--- src/hdl/gcr_pkg.sv ---
`timescale 1ns / 1ps
package gcr_pkg;

    localparam int AXES         = 6;
    localparam int SAMPLE_W     = 16;
    localparam int OUT_W        = 24;
    localparam int ROW_W        = 6;
    localparam int CNT_W        = 7;
    localparam int DEF_OUT_ROWS = 64;
    localparam int FRAC_W       = 8;
    // dividend of the interpolation term: |diff * rem| << 8 stays below 2^30
    localparam int DIV_W        = 31;
    localparam int QDEPTH       = 4;

    typedef logic [AXES-1:0][SAMPLE_W-1:0] sample_vec_t;
    typedef logic [AXES-1:0][OUT_W-1:0]    result_vec_t;

    typedef enum logic {
        CMD_WRITE,
        CMD_RUN
    } cmd_kind_t;

    // cnt is the store row for a write and the sample count for a run
    typedef struct packed {
        cmd_kind_t   kind;
        logic [CNT_W-1:0] cnt;
        sample_vec_t data;
    } cmd_t;

endpackage

--- src/hdl/gcr_front.sv ---
`timescale 1ns / 1ps
module gcr_front #(
    parameter int OUT_ROWS = gcr_pkg::DEF_OUT_ROWS
) (
    input  logic                clk,
    input  logic                rst_n,
    input  logic                push,
    output logic                full,
    input  logic                button_pressed,
    input  logic                sample_ok,
    input  gcr_pkg::sample_vec_t samples,
    input  logic                q_full,
    output logic                q_push,
    output gcr_pkg::cmd_t       q_cmd
);
    import gcr_pkg::*;

    logic             was_pressed_reg;
    logic             was_pressed_next;
    logic [CNT_W-1:0] count_reg;
    logic [CNT_W-1:0] count_next;
    logic [CNT_W-1:0] count_eff;
    logic             accept;
    logic             do_write;
    logic             do_run;

    assign full   = q_full;
    assign accept = push && !q_full;

    // classify the tick: press edge clears, held stores, release runs
    always_comb
    begin
        count_eff = (button_pressed && !was_pressed_reg) ? '0 : count_reg;
        do_write  = button_pressed && sample_ok && (count_eff < CNT_W'(OUT_ROWS));
        do_run    = was_pressed_reg && !button_pressed && (count_eff != '0);
        q_push    = accept && (do_write || do_run);
        q_cmd.kind = do_write ? CMD_WRITE : CMD_RUN;
        q_cmd.cnt  = count_eff;
        q_cmd.data = samples;
        was_pressed_next = accept ? button_pressed : was_pressed_reg;
        count_next = count_reg;
        if (accept)
        begin
            count_next = do_write ? count_eff + 1'b1 : count_eff;
        end
    end

    // hold edge and count state
    always_ff @(posedge clk or negedge rst_n)
    begin
        if (!rst_n)
        begin
            was_pressed_reg <= 1'b0;
            count_reg       <= '0;
        end
        else
        begin
            was_pressed_reg <= was_pressed_next;
            count_reg       <= count_next;
        end
    end

endmodule

--- config.mk ---
export PLATFORM = sky130hd
export DESIGN_NAME = gcr_front
export DESIGN_NICKNAME = d
export VERILOG_FILES = /design/src/hdl/gcr_pkg.sv /design/src/hdl/gcr_front.sv
export SDC_FILE = /design/constraint.sdc
export NUM_CORES = 1
export LEC_CHECK = 0
export BUFFER_PORTS_ARGS = -buffer_cell sky130_fd_sc_hd__buf_4
export CAP_MARGIN = 20
export CORE_MARGIN = 10
export CORE_UTILIZATION = 30
export DETAILED_ROUTE_END_ITERATION = 8
export GPL_ROUTABILITY_DRIVEN = 1
export PLACE_DENSITY_LB_ADDON = 0.2
export SYNTH_ARGS = -nofsm -noshare
export SYNTH_HDL_FRONTEND = slang
export SYNTH_SLANG_ARGS = --single-unit
--- constraint.sdc ---
create_clock -name clk -period 2.1 [get_ports clk]
set_input_delay 0.21 -clock clk [delete_from_list [all_inputs] [get_ports clk]]
set_output_delay 0.21 -clock clk [all_outputs]
set_load 0.01 [all_outputs]
Word level (Yosys, flattened, before mapping):

Cells that the tools add are included.

* flip-flop bits (word level): 8
* input bits: 102
* output and inout bits: 106
* word-level logic and storage cells: 19

* add/subtract/negate cells: 1
* magnitude comparators: 1
* mux-type cells: 3
* reductions and logical operators: 12

Operators by type and width (count)
* two-way mux 7 bit: 2
* adder 7 x 1 -> 7 bit, second input constant: 1
* logical AND 1 bit: 7
* less-than comparator 7 bit, second input constant: 1
* nonzero test 7 bit: 1
* zero test 1 bit: 3
* logical OR 1 bit: 1
* two-way mux 1 bit: 1

Longest topological paths before layout:

* depth after elaboration: 7
* mapped depth: 7

Least setup slack after synthesis:

Ideal clock, no wire load.

* path type: register -> output
* from: register was_pressed_reg
* to: output q_push
* arrival: 1.371 ns
* data required time: 1.890 ns
* path slack: 0.519 ns
* stages on the path, launching flop included: 8
* buffers on the path: 0
* cells stage by stage: dfrtp_1 > nand2b_4 > and2_1 > inv_1 > ha_1 > nand3b_1 > a31oi_1 > nor2_1

RTL lines
* from (decl): line gcr_front.sv:18 `logic was_pressed_reg;`
* from (signal assigned): line gcr_front.sv:58 `was_pressed_reg <= was_pressed_next;`
* to (decl): line gcr_front.sv:13 `output logic q_push,`

Final worst setup path:

* from: register was_pressed_reg
* to: output q_push

* longest elaborated chain between the ends: 7
* elaborated cells on any way between the ends: 10
* classes of those cells: order compare (1); mux (1); reduce/logical (8)

Ends and longest elaborated chain
* zero test 1 bit: line gcr_front.sv:33 `count_eff = (button_pressed && !was_pressed_reg) ? '0 : count_reg;`
* logical AND 1 bit: line gcr_front.sv:33
* two-way mux 7 bit: line gcr_front.sv:33
* less-than comparator 7 bit / nonzero test 7 bit (equally long branches): line gcr_front.sv:34, gcr_front.sv:35
* logical AND 1 bit, on equally long branches: line gcr_front.sv:34, gcr_front.sv:35
* logical OR 1 bit *: line gcr_front.sv:36 `q_push = accept && (do_write || do_run);`
* logical AND 1 bit *: line gcr_front.sv:36

Mark *: on every way between the ends. The rest lies on a longest branch, timed or not.

==> impl_results.md <==
- Outcome: complete, no violations
- Standard-cell row count: 23
- Slew Limit Fails: 0
- Post-synthesis area per instance: 8.21 um^2
- Per-cell routed wire length: 23.3 um
- Clock latency reported for the late side of the worst-skew pair: 230 ps
- Clock Tree Root: clkbuf_8
- Critical path arrival: 1710 ps
- Global-route usage over all layers: 0.0722
- Maximum number of pins on one net before global-route repair: 10
- Share of flip-flops with an asynchronous set or reset: 1.00
- Residual overflow from global routing: 0
- Total Negative Setup Slacks: 0 ps
- Placed cell areas: 694 um^2
- Final Hold Viols: 0
- Growth of design area from synthesis to finish: -40.1%
- Post-layout total power: 0.473 mW
- Max-cap violations: 0
- Routed vias/inst: 4.82
- Ys flop type: dfrtp_1
- Postcts setup bufs: 0
- Global-route wire length before repair: 4020 um
- DIE HEIGHT: 84.5 um
- Yosys warning count: 0
- Post-layout min period: 1920 ps
- Period Utilization, post-route: 0.914
- Clock tree from TritonCTS: built
- IO Pins: 208
- Clock Sink Count: 8
- Initial standard-cell utilization of the core: 0.312
- Largest incremental delay on the critical path: 440 ps
- Antenna diode count: 0
- Half-perimeter wire length after detailed placement: 2480 um
- Endpoint kind of the worst setup timing path: output port
- Area share of the largest cell type after synthesis: 0.584
- Sequential cell area fraction in the yosys report: 0.160
- Max reg flops: 7
- Number of global-route vias before repair: 588
- Htree depth: 1
- Final layout net count: 180
- Die Area: 7140 um^2
- Final weighted congestion in routability-driven placement: 0.713
- Worst supply voltage drop on vdd: 0.177 mV
- Dominant cell by count in the synthesized netlist: buf_4
- Maximum operating frequency: 521 MHz
- Clock buffer count from CTS: 3
- Vias: 598
- CP Class: flip-flop to output port
- Cell type with the largest total area after synthesis: buf_4
- Distinct cell type count after synthesis: 26
- Final routed wirelength across all metal layers: 2890 um
- Antenna viol nets, final: 0
- Largest fanout on the critical path: 9
- DR pass1 iterations: 4
- Top cells by count, synth: buf_4, and2_1, dfrtp_1
- Worst clock skew: 2.90 ps
- Slowest cell on the critical path: dfrtp_2
- Worst-Margin Slew: 348 ps
- Fill cell instance count of the final layout: 447
- Number of synthesized flops with an enable pin: 0
- Number of setup violations in the final report: 0
- First-iteration detailed-routing DRC count: 14
- Critical Path RT: 1890 ps
- Worst Hold Class: input port to flip-flop
- Number of buffers on the longest clock path: 2
- RSZ-0062 raised after global routing: false
- Die Wd: 84.5 um
- Critical Path, Cell by Cell: nand2b_4 > and2_1 > inv_1 > ha_1 > nand3b_1 > a31oi_1 > nor2_1 > buf_4
- Number of register bits inferred by synthesis: 8
- Family with the most delay on the worst path: simple AND/OR/NAND/NOR gates
- Combined area of all synthesized cells: 1250 um^2
- Leakage: 0.344 nW
- Critical path buffer and inverter count: 2
- Antenna violations before repair: 0
- Final instance area: 747 um^2
- Post-Syn Nets: 256
- Core region area: 4000 um^2
- Setup slack, reg-to-reg: 600 ps
- Pwr dens: 633 nW/um^2
- Slew headroom: 0.768
- IO Port Bufs: 15
- Nature of the critical path startpoint: flip-flop
- Share of post-route cells with drive strength above 1: 0.297
- # DRC: 0
- Top post-synthesis cells by area: buf_4, dfrtp_1, and2_1, nand2_1, ha_1
- Clock transition at the registers of the reported paths: 40 ps
- Gate Count Post-Synth: 152
[per-stage QoR]
stage	setup slack, ps	instances	utilization	hold slack, ps
after CTS	137	124	0.186	299
after floorplan	519	152	-	-85.6
after global placement	412	120	0.174	44.6
after detailed placement	390	120	0.174	42.6
after global routing	23.6	124	0.187	319
final	180	124	0.187	300
[where the power goes]
group / switching, mW / internal [mW] / total [mW]
clock network: 0.0671 / 0.125 / 0.192
logic: 0.0502 / 0.0478 / 0.0979
registers: 0.0156 / 0.167 / 0.183
[area by class of cell]
type / count / area, um^2 / area share
multi-input cells: 43 / 304 / 0.407
flip-flops and latches: 8 / 201 / 0.270
repair buffers: 16 / 123 / 0.164
well taps: 50 / 62.6 / 0.0838
clock buffers: 3 / 41.3 / 0.0553
inverters: 4 / 15.0 / 0.0201
[cell families (layout without fill, tap and decap cells)]
logic type	Yosys count	count (layout)	synth area share
adder cells (fa/ha/maj)	2	2	0.0201
flip-flops	8	8	0.160
AND/OR/NAND/NOR	28	28	0.133
multiplexers	1	1	0.00802
AO/OA/AOI/OAI	8	8	0.0542
buffers and inverters	101	23	0.596
XOR/XNOR	4	4	0.0281
[timing repair]
action / in CTS / in global routing
resized for setup: 0 / 1
setup endpoints to repair: 0 / 1
hold buffers: 1 / 0
endpoints found under the hold margin: 8 / 0
[worst paths after layout]
| kind | from | to | cells after the start |
|---|---|---|---|
| worst min-delay path | q_full | count_reg[0]$_DFFE_PN0P_ | 3 |
| worst max-delay path | was_pressed_reg$_DFFE_PN0P_ | q_push | 8 |
| worst min register to register | count_reg[1]$_DFFE_PN0P_ | count_reg[1]$_DFFE_PN0P_ | 1 |
| min in group asynchronous | rst_n | count_reg[2]$_DFFE_PN0P_ | 2 |
| worst max register to register | was_pressed_reg$_DFFE_PN0P_ | count_reg[6]$_DFFE_PN0P_ | 6 |
| max in group asynchronous | rst_n | was_pressed_reg$_DFFE_PN0P_ | 2 |
[cells in the final DEF, fill, tap and decap left out, drive strengths merged]
cell         Yosys  layout
inv              4       4
nor2b            2       2
nand2            8       8
dlygate4sd3      0       1
a211oi           1       1
xnor2            2       2
clkbuf           0       3
a31oi            1       1
and3             2       2
nor4             1       1
mux2i            1       1
and4             1       1
nand3b           1       1
dfrtp            8       8
a21oi            1       1
ha               2       2
o21ai            2       2
buf             97      15
a2bb2oi          1       1
nand3            1       1
or2b             1       1
nor2             1       1
nand2b           1       1
a22o             2       2
xor2             2       2
nand4            1       1
and2             8       8
[layer usage]
layer / wire, um / GRT usage
met1: 720 / 0.0496
met2: 1300 / 0.104
met3: 697 / 0.0850
met4: 178 / 0.0599
met5: 0 / 0
[worst register-to-register path, cell delays in order (launching register included)]
cell and delay (ps):
dfrtp_2 440, nand2b_4 190, nand2_1 120, inv_1 80, ha_1 210, and2_1 170
a22o_1 180
Note: power is estimated with default switching activity, not from simulation.
