## config.mk

```make
export PLATFORM = sky130hd
export DESIGN_NAME = gcr_fifo
export DESIGN_NICKNAME = d
export VERILOG_FILES = /design/src/hdl/gcr_pkg.sv /design/src/hdl/gcr_fifo.sv
export SDC_FILE = /design/constraint.sdc
export NUM_CORES = 1
export LEC_CHECK = 0
export BUFFER_PORTS_ARGS = -buffer_cell sky130_fd_sc_hd__buf_2
export CORE_ASPECT_RATIO = 0.75
export CORE_MARGIN = 2
export CORE_UTILIZATION = 30
export DETAILED_ROUTE_END_ITERATION = 7
export PLACE_DENSITY_LB_ADDON = 0.05
export SYNTH_ARGS = -nofsm -noshare
export SYNTH_HDL_FRONTEND = slang
export SYNTH_SLANG_ARGS = --single-unit
```

## constraint.sdc

```tcl
create_clock -name clk -period 11.4 [get_ports clk]
set_input_delay 1.71 -clock clk [delete_from_list [all_inputs] [get_ports clk]]
set_output_delay 1.71 -clock clk [all_outputs]
set_load 0.1 [all_outputs]
```

## src/hdl/gcr_pkg.sv

```systemverilog
`timescale 1ns / 1ps
package gcr_pkg;

    localparam int AXES         = 6;
    localparam int SAMPLE_W     = 16;
    localparam int OUT_W        = 24;
    localparam int ROW_W        = 6;
    localparam int CNT_W        = 7;
    localparam int DEF_OUT_ROWS = 64;
    localparam int FRAC_W       = 8;
    // dividend of the interpolation term: |diff * rem| << 8 stays below 2^30
    localparam int DIV_W        = 31;
    localparam int QDEPTH       = 4;

    typedef logic [AXES-1:0][SAMPLE_W-1:0] sample_vec_t;
    typedef logic [AXES-1:0][OUT_W-1:0]    result_vec_t;

    typedef enum logic {
        CMD_WRITE,
        CMD_RUN
    } cmd_kind_t;

    // cnt is the store row for a write and the sample count for a run
    typedef struct packed {
        cmd_kind_t   kind;
        logic [CNT_W-1:0] cnt;
        sample_vec_t data;
    } cmd_t;

endpackage

```

## src/hdl/gcr_fifo.sv

```systemverilog
`timescale 1ns / 1ps
module gcr_fifo (
    input  logic          clk,
    input  logic          rst_n,
    input  logic          wr_en,
    input  gcr_pkg::cmd_t wr_data,
    output logic          q_full,
    input  logic          rd_en,
    output gcr_pkg::cmd_t rd_data,
    output logic          q_empty
);
    import gcr_pkg::*;

    localparam int QAW = $clog2(QDEPTH);

    cmd_t             store_reg [QDEPTH];
    logic [QAW-1:0]   wptr_reg;
    logic [QAW-1:0]   rptr_reg;
    logic [QAW:0]     fill_reg;
    logic             do_wr;
    logic             do_rd;

    assign q_full  = (fill_reg == (QAW+1)'(QDEPTH));
    assign q_empty = (fill_reg == '0);
    assign do_wr   = wr_en && !q_full;
    assign do_rd   = rd_en && !q_empty;
    assign rd_data = store_reg[rptr_reg];

    // write the entry
    always_ff @(posedge clk)
    begin
        if (do_wr)
        begin
            store_reg[wptr_reg] <= wr_data;
        end
    end

    // advance pointers and fill level
    always_ff @(posedge clk or negedge rst_n)
    begin
        if (!rst_n)
        begin
            wptr_reg <= '0;
            rptr_reg <= '0;
            fill_reg <= '0;
        end
        else
        begin
            if (do_wr)
            begin
                wptr_reg <= wptr_reg + 1'b1;
            end
            if (do_rd)
            begin
                rptr_reg <= rptr_reg + 1'b1;
            end
            fill_reg <= fill_reg + (QAW+1)'(do_wr) - (QAW+1)'(do_rd);
        end
    end

endmodule

```

### Yosys cells after proc, flatten, opt, wreduce, memory -nomap -nowiden

Memory sizes are Yosys's and may differ from the RTL's.
Index checks and enable logic that the tools add are counted.

| operators by class | value |
|---|---|
| $add $sub $neg | 4 |
| equality and inequality tests | 1 |
| multiplexer cells | 2 |
| reduce and logical (&&, ||, !) cells | 5 |

Operators with widths:

| operator | number |
|---|---|
| $add A2 B1 Y2 const B | 2 |
| $add A3 B1 Y3 | 1 |
| $eq A3 B3 Y1 const B | 1 |
| $logic_not A3 Y1 | 1 |
| $sub A3 B1 Y3 | 1 |
| $logic_and A1 B1 Y1 | 2 |
| $logic_not A1 Y1 | 2 |
| $mux W1 | 2 |

| word-level totals | value |
|---|---|
| bits in registers | 7 |
| memory bits (writable) | 416 |
| output and inout bits | 106 |
| logic and storage cells | 16 |
| memories | 1 |

Memory list:

| name | words | bits a word | read ports | clocked after memory_dff | write ports | RTL line | text |
|---|---|---|---|---|---|---|---|
| store_reg | 4 | 104 | 1 | 0 | 1 | gcr_fifo.sv:16 | `cmd_t store_reg [QDEPTH];` |

### Longest topological paths before layout

Gate-level depths: netlist (run 1).

| depth | value |
|---|---|
| depth after elaboration | 5 |
| depth in mapped cells | 8 |

### Least setup slack after synthesis (run 1)

No wires, ideal clock.

| timing path | value |
|---|---|
| path type | input to register |
| from | in wr_en |
| to | mem store_reg[0][0] (netlist bit), enable pin |
| setup time | 476 ps |
| arrival | 4,175 ps |
| required time | 10,924 ps |
| path slack | 6,750 ps |
| cell stages on the path | 1 |
| path buffers | 0 |
| cells stage by stage | and3b_1 |

| between the ends | value |
|---|---|
| word-level cells in the longest chain between the ends | 3 |

RTL lines:

| what | RTL line | text |
|---|---|---|
| start: declaration | gcr_fifo.sv:5 | `input logic wr_en,` |
| $logic_and A1 B1 Y1 | gcr_fifo.sv:25 | `assign do_wr = wr_en && !q_full;` |
| $mux W1 | gcr_fifo.sv:32 | `if (do_wr)` |
| $mux W1 (not written as such) | gcr_fifo.sv:34 | `store_reg[wptr_reg] <= wr_data;` |
| end: declaration | gcr_fifo.sv:16 |  |

Every way passes these cells.

==> results.md, run 1 <==
* Max_cap viols at 0
* Worst path bufs/invs at 3
* Fmax at 176.0 MHz
* Die Y at 200.6 um
* Slew Viols, Final at 0
* Sequential share of the synthesized area at 0.8193
* Fillers at 4693
* IO Count at 214
* # clock sinks at 423
* WL/cell at 21.55 um
* Max reg flops at roughly 420
* Worst Max-Slew Pin Slew at between 1000 and 1500 ps
* Endpoints failing hold at 0
* Mapped Avg Cell Area at 26.43 um^2
* Synth Net Count at 700
* Chip width at 266.1 um
* Drt total wl at 33060 um
* Via density at ~4.5
* Synth cell types at 21
* Vias post-DR at 6961
* Cts bufs inserted at 45
* CP max stage cell: dfrtp_4
* Worst EP required at 9690 ps
* Cell Chain, Critical Path: buf_4, buf_4, mux4_2, buf_2
* Post-synthesis cell area at 0.01546 mm^2
* Synth Instances at slightly below 600
* Initial antenna violation count at 5
* First-pass GRT wire length at between 40000 and 50000 um
* Most frequent CP cell: buf_4
* Final GP Congestion at 0.6995
* Vias in the first global route at 7787
* Core footprint at slightly above 0.05 mm^2
* Period minus WS final at 5683 ps
* Fin crit share at 0.4985
* Critical Path AT at 3970 ps
* Worst hold path type: flip-flop to flip-flop
* Crit path kind: flip-flop to primary output
* Overflow after GRT at 0
* CP top delay family: buffers and inverters
* Nets at around 950
* Final Skew at around 20 ps
* Tot GR Track Use at 0.1256
* Initial Util at 0.3016
* Cts hold-fix bufs at 0
* Die footprint at 0.05339 mm^2
* Row count at 72
* Share of cells above drive strength 1 at 0.4602
* Final ANT Viol Nets at 0
* RSZ-0062 raised after global routing: false
* Crit path launch type: flip-flop
* Post-DP HPWL at a little under 20000 um
* Number of remaining DRC errors at 0
* Pin count of the biggest net entering global routing at 58
* CTS Buffer Depth at 3
* Fin util at 0.3669
* Max stage delay on crit path at 870 ps
* TNS Setup at 0 ps
* Clock slew at reported path FFs at 60 ps
* Pre-Repair DR Iteration Count at 4
* I/O Buffers at 213
* Initial DRC count at 405
* Yosys reg bits at 423
* Setup Buffers After CTS at 0
* Post-cts sizing count at 0
* Worst-Skew Late Latency at 570 ps
* Crit. End Element: primary output
* Area Growth Syn to Fin at 21.64%
* CTS tree: done
* H-tree levels at 2
* Synth warn at 0
* Root Driver: clkbuf_16
* Max-slew headroom at 0.3086
* Count of final setup violators at 0
* Status: finished, final reports clean
* CP max FO at 42
-- metal layers --
metal,routed length (um),vias up,global-route usage
met2,16830,155,0.2149
met3,2020,49,0.03741
met4,640,8,0.03772
met5,50,-,0
li1,-,3032,-
met1,13510,3717,0.1536
-- worst paths after layout --
| path | depth (start not counted) | endpoint | slack (ps) | startpoint |
|---|---|---|---|---|
| setup / recovery | 4 | rd_data[49] | 5720 | rptr_reg[0] |
| hold / removal | 2 | wptr_reg[1] | 620 | wptr_reg[1] |
| setup reg to reg | 4 | store_reg[2][56] | 8350 | fill_reg[2] |
| hold reg to reg | 2 | wptr_reg[1] | 620 | wptr_reg[1] |
| max in group asynchronous | 1 | rptr_reg[1] | 10220 | rst_n |
| min in group asynchronous | 1 | wptr_reg[0] | 990 | rst_n |
-- per-stage QoR --
step / instance area, um^2 / hold slack, ps / std cells / setup slack [ps]
final: 18810 / 616.1 / 1534 / 5717
after global routing: 18800 / 651.2 / 1533 / 5262
after CTS: 18800 / 613.6 / 1533 / 5443
after detailed placement: 17290 / 592.8 / 1449 / 6077
after global placement: 17290 / 577.8 / 1449 / 6084
after floorplan: 15460 / 542.5 / 585 / 6750
-- tightest hold or removal path: cells and delay by family (launching register included) --
family	cells	cell delay (ps)
DFF	1	420
AOI/OAI and AO/OA	1	80
and+or+nand+nor	1	80
-- layout make-up --
cell class	count	area, um^2	share of cell area
clock inverters	25	256.5	0.01364
clock buffers	59	1261	0.06706
diodes	1	2.502	0.0001331
multi-input cells	132	2623	0.1394
well taps	666	833.3	0.04431
inverters	6	22.52	0.001198
flip-flops and latches	423	12670	0.6739
repair buffers	222	1134	0.06028
-- kinds of logic (layout without fill, tap and decap cells) --
family | Yosys count | after routing | share of synthesized area
and+or+nand+nor | 13 | 13 | 0.006716
xor gates and xnor gates | 4 | 4 | 0.002266
AOI/OAI and AO/OA | 4 | 4 | 0.002023
muxes | 104 | 104 | 0.1515
adders and majority gates | 7 | 7 | 0.006150
DFF | 423 | 423 | 0.8193
other | 0 | 1 | 0
buffers and inverters | 30 | 312 | 0.01206
-- synthesized netlist by cell type, drive strengths merged --
master,number,area share
edfxtp,416,0.81
nand4bb,2,0.0015
ha,6,0.0049
fa,1,0.0013
nand2,1,0.00024
o211ai,2,0.00097
clkbuf,4,0.00097
nand2b,4,0.0016
and3b,4,0.0023
nor3,1,0.00032
dfrtp,7,0.011
xnor2,4,0.0023
inv,6,0.0015
o31ai,1,0.00049
nor3b,1,0.00081
o311ai,1,0.00057
mux4,104,0.15
buf,20,0.0096
-- cell usage in the layout (no fill, tap or decap), types with 4 or more instances in the layout --
cell       Yosys  layout
edfxtp_1     416     416
buf_2         13     213
mux4_2       104     104
clkbuf_16      0      47
clkinv_1       0      10
buf_4          1       9
clkbuf_1       4       8
inv_1          6       6
ha_1           6       6
bufinv_16      0       5
clkinv_2       0       5
dfrtp_1        7       5
nand2b_1       4       4
xnor2_1        4       4
and3b_4        0       4
clkbuf_8       0       4
Power of run 1 is not shown: default switching activity piles up to over one toggle a cycle in this logic, so the estimate is an artifact.
==> run 2: changes to the inputs <==
--- a/config.mk
+++ b/config.mk
@@ -5,6 +5,7 @@
 export SDC_FILE = /design/constraint.sdc
 export NUM_CORES = 1
 export LEC_CHECK = 0
+export ABC_AREA = 1
 export BUFFER_PORTS_ARGS = -buffer_cell sky130_fd_sc_hd__buf_2
 export CORE_ASPECT_RATIO = 0.75
 export CORE_MARGIN = 2
==> constraint.sdc (replaced) <==
create_clock -name clk -period 5.3 [get_ports clk]
set_input_delay 0.795 -clock clk [delete_from_list [all_inputs] [get_ports clk]]
set_output_delay 0.795 -clock clk [all_outputs]
set_load 0.1 [all_outputs]
==> run 2 against run 1 <==
  * Critical path depth up 1
  * Wire length is 17% higher
  * Final cell count rose by 53%
  * Clock skew shrank 4.2 ps
  * Worst hold slack worse by 560 ps
  * Critical endpoint is now rd_data[75]
==> results.md, run 2 <==
* Cts bufs inserted at 47
* Number of remaining DRC errors at 0
* Initial antenna violation count at 2
* Vias post-DR at 10020
* Count of final setup violators at 0
* Clock slew at reported path FFs at 60 ps
* Synth warn at 0
* Synth Instances at 1376
* Cts hold-fix bufs at 0
* Tot GR Track Use at 0.1332
* Slew Viols, Final at 0
* Period minus WS final at 3892 ps
* Fin crit share at 0.7343
* Worst-Skew Late Latency at 560 ps
* CP max FO at 52
* Worst Max-Slew Pin Slew at around 1000 ps
* Share of the synthesized area in the top cell type at 0.7466
* WL/cell at 16.53 um
* Post-synth top area cell: edfxtp_1
* Mapped Avg Cell Area at 12.16 um^2
* Commonest non-fill, non-tap cell in the layout: edfxtp_1
* Fin util at 0.3644
* Die Y at about 210 um
* Synth cell types at 18
* Worst hold path type: input pin to async pin
* Core footprint at about 0.055 mm^2
* Status: finished, final reports clean
* Worst EP required at 4510 ps
* Row count at 74
* Max_cap viols at 0
* Overflow after GRT at 0
* Endpoints failing hold at 0
* Root Driver: clkbuf_16
* CTS Buffer Depth at 3
* Post-synthesis cell area at 0.01673 mm^2
* Initial Util at 0.3052
* Dpl cells at 2257
* Final ANT Viol Nets at 0
* Fmax at about 260 MHz
* Post-Layout Cell Count at 2342
* Post-synth top cells: edfxtp_1, nand2_1, nor2_1
* Initial DRC count at 594
* Chip width at 276.7 um
* I/O Buffers at 213
* RSZ-0062 raised after global routing: false
* Post-DP HPWL at about 21000 um
* Crit path launch type: flip-flop
* Area Growth Syn to Fin at 19.38%
* Most frequent cells in the layout: edfxtp_1, nand2_1, buf_2
* Most frequent cell after synthesis: edfxtp_1
* Nets at around 1700
* First-pass GRT wire length at 59480 um
* Pin count of the biggest net entering global routing at 140
* Sequential share of the synthesized area at 0.7571
* Drt total wl at 38710 um
* Via density at 4.280
* Share of cells above drive strength 1 at 0.1804
* Min Hold Slack at 56.92 ps
* CTS tree: done
* EDFF count, synth at 416
* Ys async rst share at 0.01655
* Die footprint at 0.05770 mm^2
* Yosys reg bits at ~420
* Vias in the first global route at 9712
* Crit path kind: flip-flop to primary output
* Crit. End Element: primary output
* IO Count at 214
* Critical Path AT at just over 3000 ps
* Pre-Repair DR Iteration Count at 5
* Ys flop type: edfxtp_1
* H-tree levels at 2
* Reg2reg setup slack at 2800 ps
* Setup Buffers After CTS at 0
* Top cells by area, synth: edfxtp_1, nand2_1, nor2_1
* Synth Net Count at 1491
* Max reg flops at roughly 420
* Post-cts sizing count at 0
* Max-slew headroom at 0.3332
* # clock sinks at 423
* Final Skew at between 15 and 20 ps
* Final GP Congestion at 0.6934
[run 2: area by class of cell]
class	instances	area [um^2]
sequential	423	12670
clock buffer	68	1318
clock inverter	16	120.1
inverter	120	456.7
antenna	1	2.502
fill	5402	34840
multi-input combinational	764	3236
tap	722	903.4
timing repair buffer	228	1266
[run 2: kinds of logic (layout without fill, tap and decap cells)]
| kind of cell | Yosys count | count (layout) | synth area share |
|---|---|---|---|
| AOI/OAI and AO/OA | 208 | 208 | 0.06222 |
| adders and majority gates | 7 | 7 | 0.005683 |
| buffers and inverters | 189 | 432 | 0.05130 |
| DFF | 423 | 423 | 0.7571 |
| other | 0 | 1 | 0 |
| and+or+nand+nor | 549 | 549 | 0.1237 |
[run 2: final timing paths]
kind                             start          endpoint  cells past startpoint
min in group clk           wr_data[67]  store_reg[0][67]                      1
setup / recovery           rptr_reg[0]       rd_data[75]                      5
hold / removal                   rst_n       fill_reg[1]                      1
setup reg to reg           fill_reg[1]   store_reg[0][8]                      5
max in group asynchronous        rst_n       rptr_reg[0]                      1
hold reg to reg            fill_reg[0]       fill_reg[0]                      1
[run 2: critical path, cell delays in order (launching register included)]
cell and delay (ps):
dfrtp_4 750, clkinv_2 660, buf_12 440, o21ai_0 180, nand2_1 140, buf_2 320
[run 2: routing by layer]
layer	up-vias	GRT usage	wire length, um
li1	5047	-	-
met1	4730	0.1879	18700
met2	188	0.2076	17500
met3	56	0.02819	1753
met4	2	0.03748	746
met5	-	0	13
[run 2: through the flow]
step / TNS (ps) / worst slack, ps / instance area [um^2]
2_1_floorplan: -224500 / -539.7 / 16730
3_3_place_gp: 0 / 1913 / 18530
3_5_place_dp: 0 / 1918 / 18530
4_1_cts: 0 / 1283 / 19970
5_1_grt: 0 / 1163 / 19970
6_report: 0 / 1408 / 19970
Power of run 2 is left out for the same reason.
==> run 3: changes to the inputs <==
==> constraint.sdc (replaced) <==
create_clock -name clk -period 3.4 [get_ports clk]
set_input_delay 0.51 -clock clk [delete_from_list [all_inputs] [get_ports clk]]
set_output_delay 0.51 -clock clk [all_outputs]
set_load 0.1 [all_outputs]
==> run 3 against run 2 <==
  * Final cell count rose by 0.68%
  * Critical endpoint is now rd_data[76]
  * Die area did not move
  * Largest cell class unchanged
  * Sequential cell count did not move
==> results.md, run 3 (synthesized netlist as in run 2, its figures left out) <==
* Status: finished, final reports clean
* CP max stage cell: dfrtp_4
* Die Y at 208.5 um
* Nets at 1715
* Hold path start: wr_data[103]
* Tot GR Track Use at 0.1363
* Crit path kind: flip-flop to primary output
* Fin util at 0.3687
* Initial antenna violation count at 6
* Area Growth Syn to Fin at 20.80%
* Critical Path AT at 2640 ps
* Final Skew at 10.97 ps
* Post-route cell area at slightly above 0.02 mm^2
* CTS Buffer Depth at 3
* WL/cell at 16.68 um
* Crit path launch type: flip-flop
* # clock sinks at 423
* Worst r2r src: fill_reg[1]
* Fin crit share at 0.9274
* Max-slew headroom at 0.5949
* Worst hold path type: input pin to flip-flop
* Post-cts sizing count at 0
* Core footprint at 0.05481 mm^2
* R2R depth at 6
* DP Area at 0.01877 mm^2
* Vias post-DR at about 10000
* GR Util met3 at 0.03302
* Worst-Skew Late Latency at 560 ps
* Crit. End Element: primary output
* TNS Setup at 0 ps
* Overflow after GRT at 0
* Met1 Use GR at 0.1878
* RSZ-0062 raised after global routing: false
* Number of diodes at 0
* I/O Buffers at about 210
* Vias in the first global route at 9824
* H-tree levels at 2
* Period minus WS final at between 3000 and 4000 ps
* Endpoints failing hold at 0
* Post-DP HPWL at 23030 um
* Max reg flops at 416
* IO Count at approximately 210
* Row count at 74
* Commonest non-fill, non-tap cell in the layout: edfxtp_1
* Number of remaining DRC errors at 0
* Worst Max-Slew Pin Slew at 607.6 ps
* Max_cap viols at 0
* Pre-Repair DR Iteration Count at 5
* Fillers at 5463
* Final ANT Viol Nets at 0
* Fmax at 317.1 MHz
* Initial DRC count at around 570
* Chip width at between 200 and 300 um
* Initial Util at 0.3052
* Via density at 4.283
* Reg2reg setup slack at around 1200 ps
* Share of cells above drive strength 1 at 0.1913
* Max stage delay on crit path at 680 ps
* Worst EP required at 2890 ps
* Slew Viols, Final at 0
* Busiest grt layer: met2
* Final setup margin at 246.8 ps
* First-pass GRT wire length at about 60000 um
* Count of final setup violators at 0
* Cts bufs inserted at 46
* Final GP Congestion at 0.6768
* Dpl ws at roughly 600 ps
* Die footprint at 0.05770 mm^2
* CP max FO at 70
* Root Driver: clkbuf_16
* M2 GR Usage at 0.2150
* CTS tree: done
* Cell Chain, Critical Path: clkinv_2, buf_12, o21ai_0, nand2_1, buf_2
* Most frequent cells in the layout: edfxtp_1, nand2_1, buf_2
* Worst hold path depth at 1
* Worst Setup SP: rptr_reg[0]
* Drt total wl at 39340 um
* Pin count of the biggest net entering global routing at between 80 and 90
* Clock slew at reported path FFs at 60 ps
## run 3: final timing paths
| path | end |
|---|---|
| min | store_reg[0][103] |
| max reg2reg | store_reg[0][47] |
| max in group asynchronous | rptr_reg[0] |
| min reg2reg | fill_reg[0] |
| min in group asynchronous | rptr_reg[0] |
| max | rd_data[76] |
## run 3: per-layer routing
| layer | vias up | wire, um |
|---|---|---|
| li1 | 5084 | - |
| met1 | 4776 | 18920 |
| met2 | 169 | 17830 |
| met3 | 62 | 1857 |
| met4 | 8 | 695 |
| met5 | - | 46 |
## run 3: what timing repair did
item | 4_1_cts | 5_1_grt
setup buffers | 1 | 0
endpoints found under the setup margin | 1 | 0
hold buffers | 1 | 0
endpoints found under the hold margin | 7 | 0
## run 3: area by class of cell
| cell class | instances | area (um^2) | share of cell area |
|---|---|---|---|
| Sequential cell | 423 | 12670 | 0.6269 |
| Clock inverter | 22 | 125.1 | 0.006191 |
| Timing Repair Buffer | 245 | 1534 | 0.07590 |
| Clock buffer | 62 | 1285 | 0.06358 |
| Inverter | 120 | 456.7 | 0.02260 |
| Multi-Input combinational cell | 764 | 3236 | 0.1601 |
| Tap cell | 722 | 903.4 | 0.04470 |
## run 3: critical path, delay by kind of cell, from the launching register on
kind / cells / cell delay, ps
and+or+nand+nor: 1 / 160
buffers and inverters: 3 / 980
DFF: 1 / 680
AOI/OAI and AO/OA: 1 / 220
## run 3: through the flow
step | instances | hold slack [ps]
final | 2358 | 161.4
after floorplan | 1376 | 214.4
after detailed placement | 2272 | 362.6
after CTS | 2358 | 116.7
after global routing | 2358 | 129.3
after global placement | 2272 | 361.8
Power of run 3 is left out for the same reason.
